<file path="config.mk">
export PLATFORM = sky130hd
export DESIGN_NAME = state_variable_filter_flat
export DESIGN_NICKNAME = d
export VERILOG_FILES = /design/src/rtl/svf_pkg.sv /design/src/rtl/svf_in_if.sv /design/src/rtl/svf_out_if.sv /design/src/rtl/state_variable_filter.sv /design/src/flat_wrapper.sv
export SDC_FILE = /design/constraint.sdc
export NUM_CORES = 1
export LEC_CHECK = 0
export BUFFER_PORTS_ARGS = -buffer_cell sky130_fd_sc_hd__buf_2
export CORE_AREA = 5 5 204 206
export CTS_CLUSTER_SIZE = 14
export DETAILED_ROUTE_END_ITERATION = 8
export DIE_AREA = 0 0 209 211
export PLACE_DENSITY = 0.69
export SLEW_MARGIN = 20
export SYNTH_ARGS = -nofsm -noshare
export SYNTH_HDL_FRONTEND = slang
export SYNTH_SLANG_ARGS = --single-unit
</file>
<file path="constraint.sdc">
create_clock -name clk -period 8.7 [get_ports clk]
set_clock_uncertainty 0.05 [all_clocks]
set_input_delay 1.74 -clock clk [delete_from_list [all_inputs] [get_ports clk]]
set_output_delay 1.74 -clock clk [all_outputs]
set_load 0.02 [all_outputs]
</file>
<file path="src/rtl/svf_pkg.sv">
// ----------------------------------------------------------------------------
// svf_pkg - shared types and constants for the state variable filter
// Sample width, cutoff table, register map and sequencer states.
// ----------------------------------------------------------------------------
package svf_pkg;

    localparam int SAMPLE_WIDTH = 16;
    localparam int CUTOFF_STEPS = 254;

    localparam int TABLE_ROWS  = 254;
    localparam int LAST_ROW    = ((CUTOFF_STEPS < TABLE_ROWS) ? CUTOFF_STEPS : TABLE_ROWS) - 1;
    localparam int ROW_WIDTH   = $clog2(TABLE_ROWS);
    localparam int COEF_WIDTH  = 15;          // largest factor 28378 fits in 15 bits
    localparam int COEF_SHIFT  = 14;
    localparam int DAMP_WIDTH  = 8;
    localparam int DAMP_SHIFT  = 7;
    localparam int MODE_WIDTH  = 2;
    localparam int CIDX_WIDTH  = 8;

    // one shared multiplier: unsigned factor (zero-extended) times signed sample
    localparam int MUL_A_WIDTH = COEF_WIDTH + 1;
    localparam int PROD_WIDTH  = MUL_A_WIDTH + SAMPLE_WIDTH;

    // register map, index = paddr[3:2]
    localparam int ADDR_WIDTH  = 4;
    localparam int DATA_WIDTH  = 32;
    typedef enum logic [1:0] {
        REG_CUTOFF = 2'd0,
        REG_DAMP   = 2'd1,
        REG_MODE   = 2'd2
    } svf_reg_t;

    typedef enum logic [MODE_WIDTH-1:0] {
        MODE_LOW   = 2'd0,
        MODE_HIGH  = 2'd1,
        MODE_BAND  = 2'd2,
        MODE_NOTCH = 2'd3
    } svf_mode_t;

    typedef enum logic [2:0] {
        SVF_IDLE,
        SVF_MUL_LOW,
        SVF_MUL_DAMP,
        SVF_HIGH,
        SVF_MUL_BAND,
        SVF_BAND
    } svf_state_t;

    // Q14 cutoff factors
    localparam logic [COEF_WIDTH-1:0] CUTOFF_TABLE [0:TABLE_ROWS-1] = '{
        15'd43, 15'd44, 15'd45, 15'd46, 15'd48, 15'd49, 15'd50, 15'd52, 15'd53, 15'd54,
        15'd56, 15'd57, 15'd59, 15'd60, 15'd62, 15'd64, 15'd65, 15'd67, 15'd69, 15'd71,
        15'd73, 15'd75, 15'd77, 15'd79, 15'd81, 15'd83, 15'd85, 15'd88, 15'd90, 15'd92,
        15'd95, 15'd97, 15'd100, 15'd103, 15'd105, 15'd108, 15'd111, 15'd114, 15'd117,
        15'd120, 15'd123, 15'd127, 15'd130, 15'd134, 15'd137, 15'd141, 15'd145, 15'd148,
        15'd152, 15'd157, 15'd161, 15'd165, 15'd169, 15'd174, 15'd179, 15'd183, 15'd188,
        15'd193, 15'd199, 15'd204, 15'd209, 15'd215, 15'd221, 15'd227, 15'd233, 15'd239,
        15'd245, 15'd252, 15'd259, 15'd266, 15'd273, 15'd280, 15'd287, 15'd295, 15'd303,
        15'd311, 15'd319, 15'd328, 15'd337, 15'd346, 15'd355, 15'd365, 15'd374, 15'd384,
        15'd395, 15'd405, 15'd416, 15'd427, 15'd439, 15'd450, 15'd462, 15'd475, 15'd488,
        15'd501, 15'd514, 15'd528, 15'd542, 15'd556, 15'd571, 15'd587, 15'd602, 15'd618,
        15'd635, 15'd652, 15'd669, 15'd687, 15'd706, 15'd725, 15'd744, 15'd764, 15'd784,
        15'd805, 15'd827, 15'd849, 15'd872, 15'd895, 15'd919, 15'd944, 15'd969, 15'd995,
        15'd1022, 15'd1049, 15'd1077, 15'd1106, 15'd1135, 15'd1166, 15'd1197, 15'd1229,
        15'd1262, 15'd1296, 15'd1330, 15'd1366, 15'd1403, 15'd1440, 15'd1479, 15'd1518,
        15'd1559, 15'd1600, 15'd1643, 15'd1687, 15'd1732, 15'd1779, 15'd1826, 15'd1875,
        15'd1925, 15'd1977, 15'd2030, 15'd2084, 15'd2140, 15'd2197, 15'd2256, 15'd2316,
        15'd2378, 15'd2441, 15'd2506, 15'd2573, 15'd2642, 15'd2713, 15'd2785, 15'd2860,
        15'd2936, 15'd3014, 15'd3095, 15'd3177, 15'd3262, 15'd3349, 15'd3439, 15'd3530,
        15'd3624, 15'd3721, 15'd3820, 15'd3922, 15'd4027, 15'd4134, 15'd4244, 15'd4357,
        15'd4473, 15'd4592, 15'd4714, 15'd4839, 15'd4968, 15'd5100, 15'd5235, 15'd5374,
        15'd5516, 15'd5663, 15'd5813, 15'd5967, 15'd6124, 15'd6286, 15'd6452, 15'd6623,
        15'd6798, 15'd6977, 15'd7161, 15'd7349, 15'd7542, 15'd7741, 15'd7944, 15'd8152,
        15'd8365, 15'd8584, 15'd8808, 15'd9038, 15'd9274, 15'd9515, 15'd9762, 15'd10015,
        15'd10274, 15'd10539, 15'd10811, 15'd11089, 15'd11373, 15'd11664, 15'd11962,
        15'd12267, 15'd12578, 15'd12897, 15'd13222, 15'd13555, 15'd13895, 15'd14242,
        15'd14596, 15'd14957, 15'd15326, 15'd15702, 15'd16086, 15'd16476, 15'd16874,
        15'd17279, 15'd17691, 15'd18110, 15'd18536, 15'd18969, 15'd19408, 15'd19853,
        15'd20304, 15'd20761, 15'd21223, 15'd21691, 15'd22162, 15'd22638, 15'd23117,
        15'd23599, 15'd24082, 15'd24568, 15'd25053, 15'd25539, 15'd26023, 15'd26504,
        15'd26982, 15'd27454, 15'd27920, 15'd28378
    };

endpackage

</file>
<file path="src/rtl/svf_in_if.sv">
// ----------------------------------------------------------------------------
// svf_in_if - input sample channel
// Valid/ready request channel carrying one audio sample.
// ----------------------------------------------------------------------------
interface svf_in_if import svf_pkg::*; ();
    logic                           valid;
    logic                           ready;
    logic signed [SAMPLE_WIDTH-1:0] sample_in;

    modport source (output valid, output sample_in, input ready);
    modport sink   (input valid, input sample_in, output ready);
endinterface

</file>
<file path="src/rtl/svf_out_if.sv">
// ----------------------------------------------------------------------------
// svf_out_if - output sample channel
// Valid/ready request channel carrying one filtered sample.
// ----------------------------------------------------------------------------
interface svf_out_if import svf_pkg::*; ();
    logic                           valid;
    logic                           ready;
    logic signed [SAMPLE_WIDTH-1:0] sample_out;

    modport source (output valid, output sample_out, input ready);
    modport sink   (input valid, input sample_out, output ready);
endinterface

</file>
<file path="src/rtl/state_variable_filter.sv">
// ----------------------------------------------------------------------------
// state_variable_filter - Chamberlin state variable filter
// One signed sample in, one selected response (low/high/band/notch) out.
// ----------------------------------------------------------------------------
//
//  channel   dir  handshake       payload
//  -------   ---  --------------  -----------------------------
//  in_ch     in   valid / ready   sample_in  [15:0] signed
//  out_ch    out  valid / ready   sample_out [15:0] signed
//  apb       in   psel/penable    paddr[3:0], pwdata/prdata[31:0]
//
//  Sequence: the result is registered at the end of the BAND step; a new request
//  is accepted only back in IDLE; one 16x16 multiplier (15-bit unsigned factor,
//  zero-extended) is shared by the three products F*band, damping*band and
//  F*high, so the multiply sequence sets the rate.
//  Reset: rst_n clears config, delays, valid flag and sequencer; no clear pass.
//  Stalls: a finished result sits in the output register; the next request is
//  accepted meanwhile and only its last step waits for the output to drain.
//
module state_variable_filter
    import svf_pkg::*;
(
    input  logic                  clk,
    input  logic                  rst_n,
    input  logic                  psel,
    input  logic                  penable,
    input  logic                  pwrite,
    input  logic [ADDR_WIDTH-1:0] paddr,
    input  logic [DATA_WIDTH-1:0] pwdata,
    output logic [DATA_WIDTH-1:0] prdata,
    output logic                  pready,
    svf_in_if.sink                in_ch,
    svf_out_if.source             out_ch
);

    // configuration registers
    logic [CIDX_WIDTH-1:0] cutoff_index_reg;
    logic [DAMP_WIDTH-1:0] damping_reg;
    logic [MODE_WIDTH-1:0] filter_mode_reg;

    // sequencer
    svf_state_t state_reg, state_next;

    // datapath
    logic signed [SAMPLE_WIDTH-1:0] sample_reg;
    logic        [COEF_WIDTH-1:0]   coef_reg;
    logic signed [SAMPLE_WIDTH-1:0] band_delay_reg;
    logic signed [SAMPLE_WIDTH-1:0] low_delay_reg;
    logic signed [SAMPLE_WIDTH-1:0] low_reg;
    logic signed [SAMPLE_WIDTH-1:0] high_reg;
    logic signed [PROD_WIDTH-1:0]   prod_reg;
    logic signed [SAMPLE_WIDTH-1:0] result_reg;
    logic                           out_valid_reg;

    // sequencer controls
    logic accept;
    logic in_ready;
    logic finish;
    logic sel_damp;
    logic sel_high;

    logic signed [MUL_A_WIDTH-1:0]  mul_a;
    logic signed [SAMPLE_WIDTH-1:0] mul_b;
    logic signed [SAMPLE_WIDTH-1:0] prod_coef;   // asr 14, wrapped
    logic signed [SAMPLE_WIDTH-1:0] prod_damp;   // asr 7, wrapped
    logic signed [SAMPLE_WIDTH-1:0] band_val;
    logic signed [SAMPLE_WIDTH-1:0] sel_val;
    logic        [ROW_WIDTH-1:0]    row;
    logic                           cfg_write;
    logic [1:0]                     reg_idx;

    // ---------------- APB configuration ----------------
    assign pready    = 1'b1;
    assign reg_idx   = paddr[3:2];
    assign cfg_write = psel && penable && pwrite && pready;

    always_ff @(posedge clk or negedge rst_n)
    begin
        if (!rst_n)
        begin
            cutoff_index_reg <= '0;
            damping_reg      <= '0;
            filter_mode_reg  <= '0;
        end
        else if (cfg_write)
        begin
            case (reg_idx)
                REG_CUTOFF: cutoff_index_reg <= pwdata[CIDX_WIDTH-1:0];
                REG_DAMP:   damping_reg      <= pwdata[DAMP_WIDTH-1:0];
                REG_MODE:   filter_mode_reg  <= pwdata[MODE_WIDTH-1:0];
                default:    ;   // unmapped: ignored
            endcase
        end
    end

    always_comb
    begin
        case (reg_idx)
            REG_CUTOFF: prdata = {{(DATA_WIDTH-CIDX_WIDTH){1'b0}}, cutoff_index_reg};
            REG_DAMP:   prdata = {{(DATA_WIDTH-DAMP_WIDTH){1'b0}}, damping_reg};
            REG_MODE:   prdata = {{(DATA_WIDTH-MODE_WIDTH){1'b0}}, filter_mode_reg};
            default:    prdata = '0;
        endcase
    end

    // ---------------- sequencer ----------------
    // IDLE -> MUL_LOW (F*band) -> MUL_DAMP (low, damp*band) -> HIGH
    //      -> MUL_BAND (F*high) -> BAND (band, delays, result) -> IDLE
    assign accept = in_ch.valid && in_ready;

    always_comb
    begin
        state_next = state_reg;
        case (state_reg)
            SVF_IDLE:     if (accept) state_next = SVF_MUL_LOW;
            SVF_MUL_LOW:  state_next = SVF_MUL_DAMP;
            SVF_MUL_DAMP: state_next = SVF_HIGH;
            SVF_HIGH:     state_next = SVF_MUL_BAND;
            SVF_MUL_BAND: state_next = SVF_BAND;
            SVF_BAND:     if (finish) state_next = SVF_IDLE;
            default:      state_next = SVF_IDLE;
        endcase
    end

    always_comb
    begin
        in_ready = 1'b0;
        finish   = 1'b0;
        sel_damp = 1'b0;
        sel_high = 1'b0;
        case (state_reg)
            SVF_IDLE:     in_ready = 1'b1;
            SVF_MUL_DAMP: sel_damp = 1'b1;
            SVF_MUL_BAND: sel_high = 1'b1;
            // wait here until the output register has room; keep F*high
            // in the product register while waiting
            SVF_BAND:
            begin
                sel_high = 1'b1;
                finish   = !out_valid_reg || out_ch.ready;
            end
            default:      ;
        endcase
    end

    assign in_ch.ready = in_ready;

    always_ff @(posedge clk or negedge rst_n)
    begin
        if (!rst_n)
            state_reg <= SVF_IDLE;
        else
            state_reg <= state_next;
    end

    // ---------------- shared multiplier ----------------
    assign mul_a = sel_damp
                 ? $signed({{(MUL_A_WIDTH-DAMP_WIDTH){1'b0}}, damping_reg})
                 : $signed({1'b0, coef_reg});
    assign mul_b = sel_high ? high_reg : band_delay_reg;

    always_ff @(posedge clk)
    begin
        prod_reg <= mul_a * mul_b;
    end

    // shift then wrap is just a bit slice of the product
    assign prod_coef = prod_reg[COEF_SHIFT +: SAMPLE_WIDTH];
    assign prod_damp = prod_reg[DAMP_SHIFT +: SAMPLE_WIDTH];

    // ---------------- datapath ----------------
    // cutoff rows past the table saturate to the last row
    assign row = (cutoff_index_reg > CIDX_WIDTH'(LAST_ROW))
               ? ROW_WIDTH'(LAST_ROW)
               : cutoff_index_reg[ROW_WIDTH-1:0];

    assign band_val = prod_coef + band_delay_reg;

    always_comb
    begin
        case (svf_mode_t'(filter_mode_reg))
            MODE_LOW:   sel_val = low_reg;
            MODE_HIGH:  sel_val = high_reg;
            MODE_BAND:  sel_val = band_val;
            MODE_NOTCH: sel_val = high_reg + low_reg;
            default:    sel_val = low_reg;
        endcase
    end

    always_ff @(posedge clk)
    begin
        if (accept)
        begin
            sample_reg <= in_ch.sample_in;
            coef_reg   <= CUTOFF_TABLE[row];
        end
        if (state_reg == SVF_MUL_DAMP)
            low_reg <= low_delay_reg + prod_coef;
        if (state_reg == SVF_HIGH)
            high_reg <= sample_reg - low_reg - prod_damp;
        if (finish)
            result_reg <= sel_val;
    end

    always_ff @(posedge clk or negedge rst_n)
    begin
        if (!rst_n)
        begin
            band_delay_reg <= '0;
            low_delay_reg  <= '0;
            out_valid_reg  <= 1'b0;
        end
        else
        begin
            if (finish)
            begin
                band_delay_reg <= band_val;
                low_delay_reg  <= low_reg;
                out_valid_reg  <= 1'b1;
            end
            else if (out_ch.ready)
            begin
                out_valid_reg <= 1'b0;
            end
        end
    end

    assign out_ch.valid      = out_valid_reg;
    assign out_ch.sample_out = result_reg;

    // ---------------- assertions ----------------
    a_accept_starts: assert property (@(posedge clk) disable iff (!rst_n)
        accept |=> state_reg == SVF_MUL_LOW)
        else $error("accepted request did not start the multiply sequence");

    a_result_from_band: assert property (@(posedge clk) disable iff (!rst_n)
        $rose(out_valid_reg) |-> $past(state_reg) == SVF_BAND)
        else $error("result appeared outside the final step");

    a_low_update: assert property (@(posedge clk) disable iff (!rst_n)
        !$stable(low_delay_reg) |-> $past(state_reg) == SVF_BAND)
        else $error("low delay changed outside the final step");

    a_band_update: assert property (@(posedge clk) disable iff (!rst_n)
        !$stable(band_delay_reg) |-> $past(finish))
        else $error("band delay changed without a finished request");

endmodule
</file>
<file path="src/flat_wrapper.sv">
// flat-port wrapper written by rule: the top's interface ports become plain ports
module state_variable_filter_flat import svf_pkg::*;
  (clk, rst_n, psel, penable, pwrite, paddr, pwdata, prdata, pready, in_ch_valid, in_ch_sample_in, in_ch_ready, out_ch_valid, out_ch_sample_out, out_ch_ready);
  svf_in_if in_ch_i ();
  svf_out_if out_ch_i ();
  input  logic clk;
  input  logic rst_n;
  input  logic psel;
  input  logic penable;
  input  logic pwrite;
  input  logic [ADDR_WIDTH-1:0] paddr;
  input  logic [DATA_WIDTH-1:0] pwdata;
  output logic [DATA_WIDTH-1:0] prdata;
  output logic pready;
  input wire logic [$bits(in_ch_i.valid)-1:0] in_ch_valid;
  input wire logic [$bits(in_ch_i.sample_in)-1:0] in_ch_sample_in;
  output wire logic [$bits(in_ch_i.ready)-1:0] in_ch_ready;
  output wire logic [$bits(out_ch_i.valid)-1:0] out_ch_valid;
  output wire logic [$bits(out_ch_i.sample_out)-1:0] out_ch_sample_out;
  input wire logic [$bits(out_ch_i.ready)-1:0] out_ch_ready;
  assign in_ch_i.valid = in_ch_valid;
  assign in_ch_i.sample_in = in_ch_sample_in;
  assign in_ch_ready = in_ch_i.ready;
  assign out_ch_valid = out_ch_i.valid;
  assign out_ch_sample_out = out_ch_i.sample_out;
  assign out_ch_i.ready = out_ch_ready;
  state_variable_filter u_core (.clk(clk), .rst_n(rst_n), .psel(psel), .penable(penable), .pwrite(pwrite), .paddr(paddr), .pwdata(pwdata), .prdata(prdata), .pready(pready), .in_ch(in_ch_i), .out_ch(out_ch_i));
endmodule
</file>
Yosys cells after proc, flatten, opt, wreduce, memory -nomap -nowiden. Memory sizes are Yosys's and may differ from the RTL's. A register that Yosys moved wholly into a read port is not among the register bits. Index checks and enable logic that the tools add are counted.

Register bits: 148. ROM bits: 3840. Output and inout bits: 51. Logic and storage cells: 61. Memories: 1.

$add $sub $neg: 5. Multiply operators: 1. $lt $le $gt $ge: 1. Equality and inequality tests: 12. Muxes and demuxes: 14. Bitwise gates (word level): 1. Reductions and logical operators: 14.

Memory list: (name not given) (words 256, bits a word 15, rd ports 1, clocked after Yosys merged registers in 1, wr ports 0, RTL line state_variable_filter.sv:195) `coef_reg <= CUTOFF_TABLE[row];`.

Operators with widths (count): 16-bit one-hot mux with 4 select lines (1); 16-bit adder (3); 16-bit subtractor (2); 16-bit by 16-bit multiplier with 30-bit output (1); 8-bit one-hot mux with 3 select lines (1); 3-bit one-hot mux with 6 select lines (1); 16-bit two-way mux (1); 15-bit two-way mux (1); 8-bit NOT with 9-bit output (1); 8-bit > comparator, second input constant (1); 8-bit two-way mux (1); 2-bit AND reduction (4); 2-bit equality test, second input constant (3); 3-bit by 2-bit equality test with 1-bit output, second input constant (2); 3-bit equality test, second input constant (2); 1-bit two-way mux (6); 3-bit two-way mux (2); 2-bit by 1-bit equality test with 1-bit output, second input constant (2); 2-bit zero test (2); 2-bit by 1-bit inequality test with 1-bit output, second input constant (2); 3-bit by 1-bit equality test with 1-bit output, second input constant (1); 1-bit logical AND (3); 3-bit zero test (1); 2-bit nonzero test (1); 3 further kinds (3).

Depth between registers and ports, before layout. Gate-level depths: netlist of the first run.

Word-level depth: 5. Depth in mapped cells: 30.

Worst setup path before layout of the first run. Ideal clock, no wire load.

Path kind: reg2reg. Start point: register u_core.state_reg[0]. End point: register u_core.prod_reg[29]. Library setup time: 72 ps. Arrival time: 7621 ps. Required time: 8578 ps. Path slack: 957 ps. Cell stages (with the launch flop): 27. Path buffers: 3. Cells stage by stage: dfrtp_1 > buf_4 > nor2_2 > nand2_4 > inv_4 > clkbuf_1 > buf_1 > mux2i_1 > nor2_1 > fa_1 > inv_1 > fa_1 > fa_1 > fa_1 > inv_1 > fa_1 > inv_1 > fa_1 > inv_1 > ha_1 > and2_1 > a2111oi_0 > o2111ai_2 > a31oi_4 > o211ai_2 > a31oi_1 > xnor2_1.

Cells in the longest elaborated chain, start to end: 5. Elaborated cells on any way between the ends: 9. Those cells by class: mul (1); eq/ne (3); mux (4); reduce/logical (1).

Ends and longest elaborated chain: start, declared (RTL line state_variable_filter.sv:42) `svf_state_t state_reg, state_next;`; start signal, assigned (RTL line state_variable_filter.sv:153) `state_reg <= state_next;`; 3-bit equality test (RTL line state_variable_filter.sv:131) `case (state_reg)`; 2-bit OR reduction (no source line); 1-bit two-way mux (RTL line state_variable_filter.sv:131); 16-bit two-way mux (RTL line state_variable_filter.sv:160) `assign mul_b = sel_high ? high_reg : band_delay_reg;`; 16-bit by 16-bit multiplier with 30-bit output * (RTL line state_variable_filter.sv:164) `prod_reg <= mul_a * mul_b;`; end signal, assigned (RTL line state_variable_filter.sv:164); end, declared (RTL line state_variable_filter.sv:51) `logic signed [PROD_WIDTH-1:0] prod_reg;`.

Every way passes the cells marked *; elsewhere a longest branch is shown, timed or not. A chain may end at the register's enable or synchronous reset.

Worst setup path in the final report of the first run.
Start point: register u_core.state_reg[2]. End point: register u_core.prod_reg[29].

The elaborated chain is that of the path after synthesis.

==> results_dict.tcl, run 1 <==
set metrics [dict create \
    status "finished, final reports clean" \
    cp_max_fo 38 \
    path_cells "nor2_2 > nand2_4 > inv_4 > mux2i_1 > nor2_1 > fa_1 > inv_1 > fa_1 > fa_1 > fa_1 > inv_1 > fa_1 > inv_1 > fa_1 > inv_1 > ha_1 > and2_1 > a2111oi_0 > o2111ai_2 > a31oi_4 > o211ai_2 > a31oi_1 > xnor2_1" \
    critPathBufInv 5 \
    cts_hold_buf 0 \
    holdCritPathClass "reg -> reg" \
    synth_ff_type "edfxtp_1" \
    hold_viol 0 \
    antenna_cells 0 \
    die_x_um 209 \
    slew_viol_final 0 \
    area_growth_pct 6.62 \
    synth-seq-area-share_pct 20.7 \
    io_buffers 58 \
    path_class "reg -> reg" \
    antenna_found_initial 0 \
    synth_area_leaders "fa_1, edfxtp_1, ha_1, dfrtp_1, inv_1" \
    synth-seq-cells 156 \
    cts-root-buf "clkbuf_16" \
    grt.total_usage_pct 28.2 \
    vias_per_cell 6.04 \
    clkSlewWorstSetupHoldPaths_ns 0.07 \
    r2r-start "u_core.state_reg[2]" \
    max_stage_delay_ns 0.81 \
    first_global_vias 17600 \
    post_cts_buffers 0 \
    synth_area_per_cell_sq_um 8.83 \
    cp_data_arrival_time_ns 8.41 \
    gr-total-overflow 0 \
    min_period_over_period_pct 92.7 \
    htree_levels 4 \
    yosys.area.top_type "fa_1" \
    reg2reg_slack_ns 0.64 \
    min_to "u_core.low_delay_reg[0]" \
    core-area_sq_mm 0.0395 \
    cp.required_ns 9.05 \
    reg2reg_depth 23 \
    ys_types 88 \
    critical_path.most_common_cell "fa_1" \
    cpMaxStageDelayCell "a2111oi_0" \
    ant_nets 0 \
    whs_ns 0.470 \
    largest_register_ffs 23 \
    drtIter0Drc 1855 \
    synth-edff-count 79 \
    cts_resized 0 \
    clk_latency_ns 0.47 \
    syn_inst 2287 \
    cts.sinks 156 \
    wire_per_inst_um 22.0 \
    first_pass_iters 6 \
    worst_pin_slew_ns 1.14 \
    synth_top_area_share_pct 19.5 \
    postLayoutSetupSlackWorst_ns 0.639 \
    hpwl_mm 47.8 \
    drive_gt1_share_pct 10.5 \
    yosys_warnings 0 \
    die-area_sq_mm 0.0441 \
    drt-total-wl_mm 62.2 \
    slew_headroom_pct 23.3 \
    grt_pass1_wl_mm 97.8 \
    cp-end-kind "register" \
    setup_viol 0 \
    cts_tree "done" \
    worstHoldStart "u_core.low_delay_reg[0]" \
    post-place-ws_ns 0.764 \
    rr_endpoint "u_core.prod_reg[29]" \
    vias 17100 \
    cts_made_buffers 17 \
    rows 73 \
    gp_congestion 1.02 \
    crit_family "adder cells" \
    fp.dieH_um 211 \
    ios 110 \
    synth_async_sr_flop_share_pct 34.6 \
    critPathLaunchType "register" \
    hold_depth 1 \
    rsz0062_at_grt "false" \
    grt_max_degree 85 \
    nets 2734 \
    start_util_pct 51.2 \
    clock_tree.buffer_depth 2 \
    cap_violations 0 \
    max_freq_ghz 0.124 \
    netlist_area_sq_mm 0.0202 \
    drc_errors 0 \
    setup_tns_ns 0 \
    period_needed_ns 8.06 \
]
## how the worst max path moves through the flow
| stage | slack [ns] | end | cells past startpoint | startpoint |
|---|---|---|---|---|
| after detailed placement | 0.76 | u_core.prod_reg[29] | 23 | u_core.state_reg[2] |
| after CTS | 0.70 | u_core.prod_reg[29] | 23 | u_core.state_reg[2] |
| after floorplan | 0.96 | u_core.prod_reg[29] | 26 | u_core.state_reg[0] |
| after global routing | 0.23 | u_core.prod_reg[27] | 23 | u_core.state_reg[0] |
| after global placement | 0.88 | u_core.prod_reg[29] | 23 | u_core.state_reg[2] |
| final | 0.64 | u_core.prod_reg[29] | 23 | u_core.state_reg[2] |
## kinds of logic after synthesis
kind of cell	count (synthesis)	synth area share, %
other	2	0.0372
buffers and inverters	434	8.66
XOR/XNOR	77	3.34
multiplexers	112	7.35
AND/OR/NAND/NOR	678	14.5
AO/OA/AOI/OAI	444	14.3
flip-flops	156	20.7
adder cells (fa/ha/maj)	384	31.1
## final cells by class
class / count / area, sq um
flip-flops and latches: 156 / 4190
well taps: 525 / 657
multi-input cells: 1720 / 14400
fillers: 3609 / 17900
clock buffers: 18 / 450
clock inverters: 14 / 163
repair buffers: 98 / 591
inverters: 298 / 1120
## Yosys cell counts, types with 6 or more instances
library cell	n
a2111oi_0	7
nor2b_1	26
mux4_2	20
buf_4	27
o311ai_0	12
a311oi_1	8
o21a_1	12
fa_1	197
and3_1	10
nand2_1	277
xnor2_1	55
edfxtp_1	79
o211ai_1	22
nor3b_1	7
a21boi_0	10
a31oi_1	18
a21oi_1	127
inv_1	294
dfxtp_1	23
dfrtp_1	54
clkbuf_1	86
xor2_1	22
o21ai_0	96
a41oi_1	6
and2_1	13
a21o_1	20
or2_2	7
nand2b_1	13
buf_1	19
ha_1	187
nand3_1	28
or3_1	10
o22ai_1	10
mux2_2	57
o31ai_1	12
mux2i_1	31
nor3_1	41
nor2_1	231
a211oi_1	19
o21ai_1	6
## per-stage QoR
stage / util, % / area, sq um / cells
2_1_floorplan: - / 20300 / 2310
3_3_place_gp: 53.0 / 20900 / 2797
3_5_place_dp: 53.0 / 20900 / 2797
4_1_cts: 54.6 / 21500 / 2829
5_1_grt: 54.6 / 21500 / 2829
6_report: 54.6 / 21500 / 2829
## placed cells by master (no fill, tap or decap), types with 10 or more instances in the layout
master | netlist | routed
inv_1 | 294 | 294
and3_1 | 10 | 10
ha_1 | 187 | 187
dfxtp_1 | 23 | 23
mux4_2 | 20 | 20
conb_1 | 2 | 25
xor2_1 | 22 | 22
nor2b_1 | 26 | 26
o311ai_0 | 12 | 12
a21o_1 | 20 | 20
mux2_2 | 57 | 57
or3_1 | 10 | 10
o31ai_1 | 12 | 12
o21a_1 | 12 | 12
o211ai_1 | 22 | 22
and2_1 | 13 | 12
fa_1 | 197 | 197
a21boi_0 | 10 | 10
nand3_1 | 28 | 28
a21oi_1 | 127 | 127
nor2_1 | 231 | 230
xnor2_1 | 55 | 55
a31oi_1 | 18 | 18
mux2i_1 | 31 | 31
a211oi_1 | 19 | 19
nand2_1 | 277 | 277
dfrtp_1 | 54 | 51
o21ai_0 | 96 | 96
edfxtp_1 | 79 | 79
nor3_1 | 41 | 41
buf_2 | 2 | 58
o22ai_1 | 10 | 10
clkbuf_16 | 0 | 18
buf_4 | 27 | 40
nand2b_1 | 13 | 13
## layer usage
metal,vias to the layer above,track usage (%),share of wire (%)
met2,845,47.4,48
met3,166,5.11,8.0
met1,8360,36.2,40
met5,-,0,0
li1,7718,-,-
met4,0,11.5,4.2
Power of run 1 is not shown: default switching activity piles up to over one toggle a cycle in this logic, so the estimate is an artifact.
==> run 2, diff against run 1 <==
- ABC_AREA: not set -> 1
- CORE_AREA: 5 5 204 206 -> 5 5 205 207
- DIE_AREA: 0 0 209 211 -> 0 0 210 212
- PLACE_DENSITY: 0.69 -> 0.76
==> run 2 against run 1 <==
Against the previous run: first-iteration DRC count is 30% higher; sequential share of layout area is 0.27 points lower; utilization is 0.31 points lower; non-clock buffer count is 9 lower; global-route usage is 4.7 points higher; worst hold slack worse by 0.026 ns; via count is 14% higher; synthesized cell count is 19% higher; critical endpoint is now u_core.prod_reg[28]; largest cell class unchanged; highest routed layer is now met5.
==> results_dict.tcl, run 2 <==
set metrics [dict create \
    vias_per_cell 5.89 \
    min_period_over_period_pct 85.0 \
    slew_headroom_pct 36.2 \
    setup_viol 0 \
    cp_data_arrival_time_ns 7.67 \
    cts_resized 0 \
    cts_made_buffers 17 \
    ant_nets 0 \
    status "finished, final reports clean" \
    first_global_vias 19200 \
    slew_viol_final 0 \
    die_x_um 210 \
    drive_gt1_share_pct 6.41 \
    vias 19400 \
    cap_violations 0 \
    netlist_area_sq_mm 0.0204 \
    syn_inst 2716 \
    critPathLaunchType "register" \
    wire_per_inst_um 22.2 \
    cts_hold_buf 0 \
    cpMaxStageDelayCell "o21ai_1" \
    yosysMostFrequentCell "nand2_1" \
    critical_path.most_common_cell "fa_1" \
    drt-total-wl_mm 73.1 \
    synth_top_area_share_pct 19.3 \
    gr-total-overflow 0 \
    max_freq_ghz 0.135 \
    hpwl_mm 58.4 \
    most-common-layout-cells "nand2_1, inv_1, nor2_1, fa_1, ha_1" \
    nets 3191 \
    ys_types 59 \
    yosys-top-cells-count "nand2_1, inv_1, nor2_1, fa_1, ha_1" \
    ios 110 \
    clock_tree.buffer_depth 2 \
    post_cts_buffers 0 \
    period_needed_ns 7.40 \
    cp_max_fo 19 \
    grt_max_degree 59 \
    area_growth_pct 6.88 \
    cp-end-kind "register" \
    drc_errors 0 \
    holdCritPathClass "reg -> reg" \
    cp.required_ns 8.98 \
    io_buffers 58 \
    grt_pass1_wl_mm 112 \
    yosys.area.top_type "fa_1" \
    yosys_warnings 0 \
    setup_tns_ns 0 \
    synth_area_leaders "fa_1, edfxtp_1, ha_1, nand2_1, inv_1" \
    drtIter0Drc 2404 \
    cts.sinks 156 \
    grt.total_usage_pct 32.9 \
    htree_levels 4 \
    start_util_pct 50.8 \
    synth-seq-area-share_pct 20.5 \
    first_pass_iters 8 \
    fp.dieH_um 212 \
    largest_register_ffs 23 \
    path_class "reg -> reg" \
    gp_congestion 1.07 \
    rsz0062_at_grt "false" \
    cts-root-buf "clkbuf_16" \
    worst_pin_slew_ns 0.947 \
    synth_ff_type "edfxtp_1" \
    synth_async_sr_flop_share_pct 34.6 \
    synth_area_per_cell_sq_um 7.51 \
    core-area_sq_mm 0.0402 \
    mostFrequentLayoutCell "nand2_1" \
    hold_viol 0 \
    die-area_sq_mm 0.0445 \
    clkSlewWorstSetupHoldPaths_ns 0.07 \
    cts_tree "done" \
    clk_latency_ns 0.44 \
    synth-edff-count 79 \
    max_stage_delay_ns 0.59 \
    antenna_found_initial 2 \
    rows 74 \
    synth-seq-cells 156 \
]
[run 2: path summary, 6_finish.rpt]
path / to / start / slack (ns) / cells past startpoint
worst max-delay path: u_core.prod_reg[28] / u_core.state_reg[1] / 1.30 / 26
worst min-delay path: u_core.damping_reg[4] / u_core.damping_reg[4] / 0.44 / 2
worst max register to register: u_core.prod_reg[28] / u_core.state_reg[1] / 1.30 / 26
worst min register to register: u_core.damping_reg[4] / u_core.damping_reg[4] / 0.44 / 2
max in group asynchronous: u_core.band_delay_reg[10] / rst_n / 6.64 / 2
min in group asynchronous: u_core.low_delay_reg[11] / rst_n / 1.39 / 2
[run 2: cells by family after synthesis]
kind of cell	synth area share (%)
xor+xnor	2.62
other cells	0.0368
compound gates	12.6
flops	20.5
fa+ha+maj	30.8
simple gates	22.2
buf+inv	11.2
mux	0.0490
[run 2: final cells by class]
cell class | count | area (sq um)
sequential | 156 | 4180
tap | 532 | 666
timing repair buffer | 89 | 523
antenna | 3 | 7.51
inverter | 474 | 1780
fill | 3898 | 18400
multi-input combinational | 2010 | 14000
clock buffer | 17 | 425
clock inverter | 15 | 179
[run 2: metal layers]
| layer | global-route usage, % | vias to the layer above | part of all wire (%) |
|---|---|---|---|
| li1 | - | 8745 | - |
| met1 | 45.3 | 9192 | 40 |
| met2 | 50.0 | 1224 | 44 |
| met3 | 7.16 | 257 | 11 |
| met4 | 14.8 | 2 | 5.3 |
| met5 | 0 | - | 0.018 |
[run 2: critical path: cells and delay by family (launching register included)]
| family | cells | cell delay, ns |
|---|---|---|
| AOI/OAI and AO/OA | 6 | 1.63 |
| DFF | 1 | 0.43 |
| buffers and inverters | 5 | 0.84 |
| and+or+nand+nor | 8 | 1.13 |
| adders and majority gates | 7 | 3.21 |
[run 2: through the flow]
step	cell area, sq um	cells	util (%)	hold slack (ns)	setup slack (ns)
floorplan	20500	2739	-	0.403	2.54
global placement	21200	3261	52.7	0.421	1.44
detailed placement	21200	3261	52.7	0.425	1.38
CTS	21800	3293	54.3	0.442	1.37
global route	21800	3293	54.3	0.469	0.923
finish	21800	3296	54.3	0.445	1.30
Power of run 2 is left out for the same reason.
